File: config.mk
export PLATFORM = sky130hd
export DESIGN_NAME = eht_ram
export DESIGN_NICKNAME = d
export VERILOG_FILES = /design/src/rtl/core/assert_macros.svh /design/src/rtl/core/eht_ram.sv
export SDC_FILE = /design/constraint.sdc
export NUM_CORES = 2
export LEC_CHECK = 0
export ABC_AREA = 1
export BUFFER_PORTS_ARGS = -buffer_cell sky130_fd_sc_hd__buf_2
export CAP_MARGIN = 0
export CORE_MARGIN = 1
export CORE_UTILIZATION = 40
export CTS_BUF_LIST = sky130_fd_sc_hd__clkbuf_8
export DETAILED_ROUTE_END_ITERATION = 6
export PLACE_DENSITY = 0.57
export RECOVER_POWER = 25
export SLEW_MARGIN = 20
export SYNTH_ARGS = -nofsm -noshare
export SYNTH_HDL_FRONTEND = slang
export SYNTH_SLANG_ARGS = --single-unit
export TNS_END_PERCENT = 1
File: constraint.sdc
create_clock -name clock -period 3.35 [get_ports clock]
set_clock_uncertainty 0.1 [all_clocks]
set_input_delay 0.335 -clock clock [delete_from_list [all_inputs] [get_ports clock]]
set_output_delay 0.335 -clock clock [all_outputs]
set_load 0.05 [all_outputs]
File: src/rtl/core/assert_macros.svh
// Assertion helpers included by extendible_hash_table_top.
`ifndef ASSERT_MACROS_SVH
`define ASSERT_MACROS_SVH

// A condition that holds at every clock edge outside reset.
`define EHT_ASSERT(label, expr, msg) \
   label: assert property (@(posedge clock) disable iff (reset) (expr)) else $error(msg);

// A condition that implies another at the same clock edge.
`define EHT_IMPLY(label, ante, cons, msg) \
   label: assert property (@(posedge clock) disable iff (reset) (ante) |-> (cons)) else $error(msg);

`endif

File: src/rtl/core/eht_ram.sv
`default_nettype none
module eht_ram #(
   parameter int WIDTH = 8,
   parameter int DEPTH = 256
) (
   input  wire logic                     clock,
   input  wire logic                     wr_en,
   input  wire logic [$clog2(DEPTH)-1:0] wr_addr,
   input  wire logic [WIDTH-1:0]         wr_data,
   input  wire logic [$clog2(DEPTH)-1:0] rd_addr,
   output logic [WIDTH-1:0]              rd_data
);
   logic [WIDTH-1:0] mem_ff [DEPTH];
   logic [WIDTH-1:0] rd_data_ff;

   // One write port and one registered read port.
   always_ff @(posedge clock) begin
      if (wr_en) begin
         mem_ff[wr_addr] <= wr_data;
      end
      rd_data_ff <= mem_ff[rd_addr];
   end

   assign rd_data = rd_data_ff;
endmodule
`default_nettype wire
# Yosys cells after proc, flatten, opt, wreduce, memory -nomap -nowiden
# Memories as Yosys holds them, arrays and structs flattened. A register that Yosys moved wholly into a read port is not among the register bits.
# Index checks and enable logic that the tools add are counted.
[totals]
ramBits = 2048
mem_count = 1
inputBits = 26
out_inout_bits = 8
wordCells = 3
regBits = 0
[mem_list]
columns = ["name", "words", "width", "read_ports", "rd_ports_with_merged_regs", "write_ports", "line_no", "source"]
rows = [
  ["mem_ff", 256, 8, 1, 1, 1, "eht_ram.sv:13", "logic [WIDTH-1:0] mem_ff [DEPTH];"],
]
[classes]
mux = 2
[ops]
columns = ["op", "n"]
rows = [
  ["1-bit 2-to-1 mux", 2],
]

# Longest topological paths before layout
[logic_depth]
ltp_word = 2
mapped_depth = 15

# Worst setup path after synthesis
# Ideal clock, no wire load.
[synth_path]
path_kind = "in2reg"
startpoint = "input port wr_en"
endpoint = "memory mem_ff[162][0] (enable)"
setup_time_ps = 370
path_stages = 4
arrival_time_ps = 1456
setup_slack_ps = 1424
required_ps = 2880
cell_sequence = "clkbuf_1 nand3_1 clkbuf_1 nor2_1"
[synth_between]
elab_chain_len = 2
[synth_lines]
columns = ["item", "line_no", "source"]
rows = [
  ["start, declared", "eht_ram.sv:7", "input wire logic wr_en,"],
  ["1-bit 2-to-1 mux", "eht_ram.sv:18", "if (wr_en) begin"],
  ["1-bit 2-to-1 mux (not written as such)", "eht_ram.sv:19", "mem_ff[wr_addr] <= wr_data;"],
  ["end, declared", "eht_ram.sv:13", ""],
]
# Every way passes these cells.

# Worst setup path after layout
[layout_path]
startpoint = "input port wr_data[6]"
endpoint = "memory mem_ff[159][6], data pin"
[layout_rtl]
columns = ["item", "line_no", "source"]
rows = [
  ["start, declared", "eht_ram.sv:9", "input wire logic [WIDTH-1:0] wr_data,"],
]
# Straight into the memory's write port.

==> impl_metrics.xml <==
<?xml version="1.0" encoding="UTF-8"?>
<metrics>
  <group name="detailed_routing">
    <metric name="drc" unit="">0</metric>
    <metric name="drt-wirelength-per-cell" unit="microns">23.7</metric>
    <metric name="dr_total_vias" unit="">56100</metric>
    <metric name="routed_wirelength" unit="microns">246000</metric>
    <metric name="first_pass_iters" unit="">6</metric>
    <metric name="post_detailed_route_via_to_cell_ratio" unit="">5.42</metric>
    <metric name="first_iter_violations" unit="">6616</metric>
    <metric name="final_antenna_net_count" unit="">0</metric>
  </group>
  <group name="yosys">
    <metric name="yosys.cell_count.top_type" unit="">sky130_fd_sc_hd__nand2_1</metric>
    <metric name="post_synth_num_cell_types" unit="">14</metric>
    <metric name="main_combinational_cell_family_by_area_after_synthesis" unit="">simple AND/OR/NAND/NOR gates</metric>
    <metric name="syn_inst" unit="">7003</metric>
    <metric name="post_synth.cell_area_avg" unit="sq um">11.9</metric>
    <metric name="seq_area_frac_synth" unit="%">73.9</metric>
    <metric name="complex_gate_fraction_of_the_synthesized_area" unit="%">0</metric>
    <metric name="synth_top_cells_by_area" unit="">sky130_fd_sc_hd__edfxtp_1 74%, sky130_fd_sc_hd__nand3_1 12%, sky130_fd_sc_hd__nand2_1 9.6%</metric>
    <metric name="synth_area_leader_cell" unit="">sky130_fd_sc_hd__edfxtp_1</metric>
    <metric name="ys_async_rst_share" unit="%">0</metric>
    <metric name="synth-edff-count" unit="">2048</metric>
    <metric name="muxShareOfSynthArea" unit="%">0</metric>
    <metric name="synth_top_area_share" unit="%">73.7</metric>
    <metric name="ys_seq_elements" unit="">2056</metric>
    <metric name="synth_warnings" unit="">0</metric>
    <metric name="yosys_most_used_dff" unit="">sky130_fd_sc_hd__edfxtp_1</metric>
    <metric name="synth_xor_area_share" unit="%">0</metric>
    <metric name="ys_top_cells_by_count" unit="">2,123 x sky130_fd_sc_hd__nand2_1, 2,048 x sky130_fd_sc_hd__edfxtp_1, 2,019 x sky130_fd_sc_hd__nand3_1</metric>
    <metric name="synth_fp_nets" unit="">7029</metric>
    <metric name="synth_fa_ha_area_share" unit="%">0</metric>
    <metric name="synth_simple_gate_area_share" unit="%">22.9</metric>
    <metric name="netlist_area" unit="sq mm">0.0834</metric>
  </group>
  <group name="grt">
    <metric name="first_global_vias" unit="">54500</metric>
    <metric name="groute.usage.overall" unit="%">23.1</metric>
    <metric name="gr-total-overflow" unit="">0</metric>
    <metric name="grt_pass1_wl" unit="microns">364000</metric>
    <metric name="antenna_found_initial" unit="">10</metric>
    <metric name="grt_start_max_net_pins" unit="">155</metric>
  </group>
  <group name="setup_path">
    <metric name="setup.worst_path.start_class" unit="">input port</metric>
    <metric name="end_kind" unit="">flip-flop</metric>
    <metric name="worst-endpoint-arrival" unit="ps">3660</metric>
    <metric name="critical_path.max_fanout" unit="">63</metric>
    <metric name="setup.worst_path.class" unit="">in2reg</metric>
    <metric name="timing.critical_path.required" unit="ps">3870</metric>
  </group>
  <group name="pwr">
    <metric name="p_per_area" unit="mW/mm^2">549</metric>
    <metric name="post-layout-total-power" unit="mW">52.0</metric>
    <metric name="vdd_ir_drop_max" unit="V">0.000450</metric>
    <metric name="static-leakage-power" unit="nW">33.6</metric>
  </group>
  <group name="timing">
    <metric name="worst_slew_margin_rel" unit="%">-80.7</metric>
    <metric name="final_hold_fails" unit="">0</metric>
    <metric name="setup_violations" unit="">0</metric>
    <metric name="setup_tns" unit="ps">0</metric>
    <metric name="grt_setup_unrepaired" unit="">false</metric>
    <metric name="min_period_over_period" unit="%">93.7</metric>
    <metric name="final_period_minus_worst_setup_slack" unit="ps">3140</metric>
    <metric name="tightest_pin_transition" unit="ps">2710</metric>
    <metric name="timing.hold.ws" unit="ps">86.2</metric>
    <metric name="max_freq" unit="MHz">318</metric>
    <metric name="worst_slack" unit="ps">210</metric>
    <metric name="drv_slew" unit="">594</metric>
  </group>
  <group name="placement">
    <metric name="routabilityCongestion" unit="">0.876</metric>
    <metric name="number_of_buffers_added_on_ports" unit="">33</metric>
    <metric name="placedCellCount" unit="">9745</metric>
    <metric name="preCtsSetupSlack" unit="ps">69.3</metric>
    <metric name="detailedPlacementHpwl" unit="microns">147000</metric>
  </group>
  <group name="clock_network">
    <metric name="clk_pin_slew" unit="ps">60</metric>
    <metric name="cts.sink_count" unit="">2056</metric>
    <metric name="post-cts-setup-buffers" unit="">0</metric>
    <metric name="worst_skew_pair.late_latency" unit="ps">1100</metric>
    <metric name="cts_hold_buffers" unit="">18</metric>
    <metric name="cts_max_level" unit="">5</metric>
    <metric name="tritoncts.num_buffers" unit="">352</metric>
    <metric name="cts_tree" unit="">built</metric>
    <metric name="cts_max_path_buffers" unit="">4</metric>
    <metric name="clock_tree.root_cell" unit="">sky130_fd_sc_hd__clkbuf_8</metric>
    <metric name="cts_repair_resize_count" unit="">0</metric>
  </group>
  <group name="floorplan">
    <metric name="fp.dieH" unit="microns">459</metric>
    <metric name="die_area" unit="sq mm">0.210</metric>
    <metric name="io_pins" unit="">34</metric>
    <metric name="die_x" unit="microns">459</metric>
    <metric name="floorplan.rows" unit="">167</metric>
    <metric name="core_area" unit="sq mm">0.207</metric>
    <metric name="floorplan.initialDensity" unit="%">40.3</metric>
  </group>
  <group name="hold_path">
    <metric name="min-delay-path-class" unit="">in2reg</metric>
  </group>
  <group name="run_status">
    <metric name="failed_checks" unit="">max-capacitance violations, max-slew violations</metric>
    <metric name="run_status" unit="">complete, but fails checks</metric>
  </group>
  <group name="final_layout">
    <metric name="final_net_count" unit="">7355</metric>
    <metric name="area.sequential" unit="sq mm">0.0617</metric>
    <metric name="drive_gt1_share" unit="%">11.1</metric>
    <metric name="area_of_the_multi_input_gates" unit="sq mm">0.0192</metric>
    <metric name="final_instance_count_excl_fillers" unit="">10400</metric>
    <metric name="count_of_filler_cells_inserted_in_the_layout" unit="">18800</metric>
    <metric name="syn_to_final_growth" unit="%">13.6</metric>
  </group>
  <group name="run">
    <metric name="timing.max_cap.violations" unit="">10</metric>
  </group>
</metrics>
-- worst paths after layout --
| path | startpoint | endpoint | slack, ps | depth (start not counted) |
|---|---|---|---|---|
| worst max register to register | mem_ff[135][3]$_DFFE_PP_ | rd_data[3]$_DFF_P_ | 290 | 12 |
| worst max-delay path | wr_data[6] | mem_ff[159][6]$_DFFE_PP_ | 210 | 3 |
| worst min register to register | mem_ff[210][5]$_DFFE_PP_ | rd_data[5]$_DFF_P_ | 920 | 10 |
| worst min-delay path | rd_addr[3] | rd_data[2]$_DFF_P_ | 90 | 8 |
-- critical path: stages --
cell and delay [ps]:
sky130_fd_sc_hd__dlygate4sd3_1 520, sky130_fd_sc_hd__clkbuf_2 1400, sky130_fd_sc_hd__clkbuf_2 1280
-- where the power goes --
part | internal, mW | total [mW] | leakage [nW] | switching, mW
clock network | 10.3 | 20.1 | 3.49 | 9.88
logic | 0.853 | 3.47 | 11.7 | 2.62
registers | 28.4 | 28.4 | 18.5 | 0.0493
total | 39.5 | 52.0 | 33.6 | 12.5
-- placed cells by master, fill, tap and decap left out --
cell,count
sky130_fd_sc_hd__buf_12,67
sky130_fd_sc_hd__buf_2,21
sky130_fd_sc_hd__buf_4,323
sky130_fd_sc_hd__buf_8,3
sky130_fd_sc_hd__bufinv_16,5
sky130_fd_sc_hd__clkbuf_1,4
sky130_fd_sc_hd__clkbuf_2,17
sky130_fd_sc_hd__clkbuf_4,1
sky130_fd_sc_hd__clkbuf_8,360
sky130_fd_sc_hd__clkdlybuf4s25_1,1
sky130_fd_sc_hd__clkinv_1,83
sky130_fd_sc_hd__clkinv_2,18
sky130_fd_sc_hd__clkinv_4,2
sky130_fd_sc_hd__clkinv_8,1
sky130_fd_sc_hd__clkinvlp_4,3
sky130_fd_sc_hd__dfxtp_1,8
sky130_fd_sc_hd__diode_2,2
sky130_fd_sc_hd__dlygate4sd3_1,18
sky130_fd_sc_hd__edfxtp_1,2048
sky130_fd_sc_hd__inv_1,146
sky130_fd_sc_hd__inv_16,1
sky130_fd_sc_hd__inv_2,2
sky130_fd_sc_hd__inv_4,1
sky130_fd_sc_hd__inv_6,2
sky130_fd_sc_hd__inv_8,2
sky130_fd_sc_hd__nand2_1,2111
sky130_fd_sc_hd__nand2_2,12
sky130_fd_sc_hd__nand3_1,2019
sky130_fd_sc_hd__nor2_1,283
-- stage by stage --
step / util (%) / area (sq um)
after floorplan: - / 83400
after global placement: 42.9 / 88800
after detailed placement: 42.9 / 88800
after CTS: 45.9 / 95000
after global routing: 45.7 / 94700
final: 45.7 / 94700
-- area by class of cell --
cell class                 instances  area share, %
antenna                            2        0.00528
clock buffer                     360           5.23
clock inverter                   227           1.11
inverter                          39          0.190
multi-input combinational       4425           20.2
sequential                      2056           65.1
tap                             2788           3.68
timing repair buffer             455           4.45
-- registers in the layout, summed over array words and instances, names as in the netlist --
signal,count
rd_data,8
mem_ff,2048
-- cell families after synthesis --
kind of cell	count (synthesis)
and+or+nand+nor	4425
DFF	2056
buffers and inverters	522
-- metal layers --
| layer | vias up | share of wire [%] | global-route usage (%) |
|---|---|---|---|
| li1 | 25500 | - | - |
| met1 | 27800 | 43 | 32.4 |
| met2 | 2314 | 47 | 36.5 |
| met3 | 412 | 7.5 | 4.03 |
| met4 | 4 | 2.9 | 7.64 |
| met5 | - | 0.0094 | 0 |
Note: power is estimated with default switching activity, not from simulation.
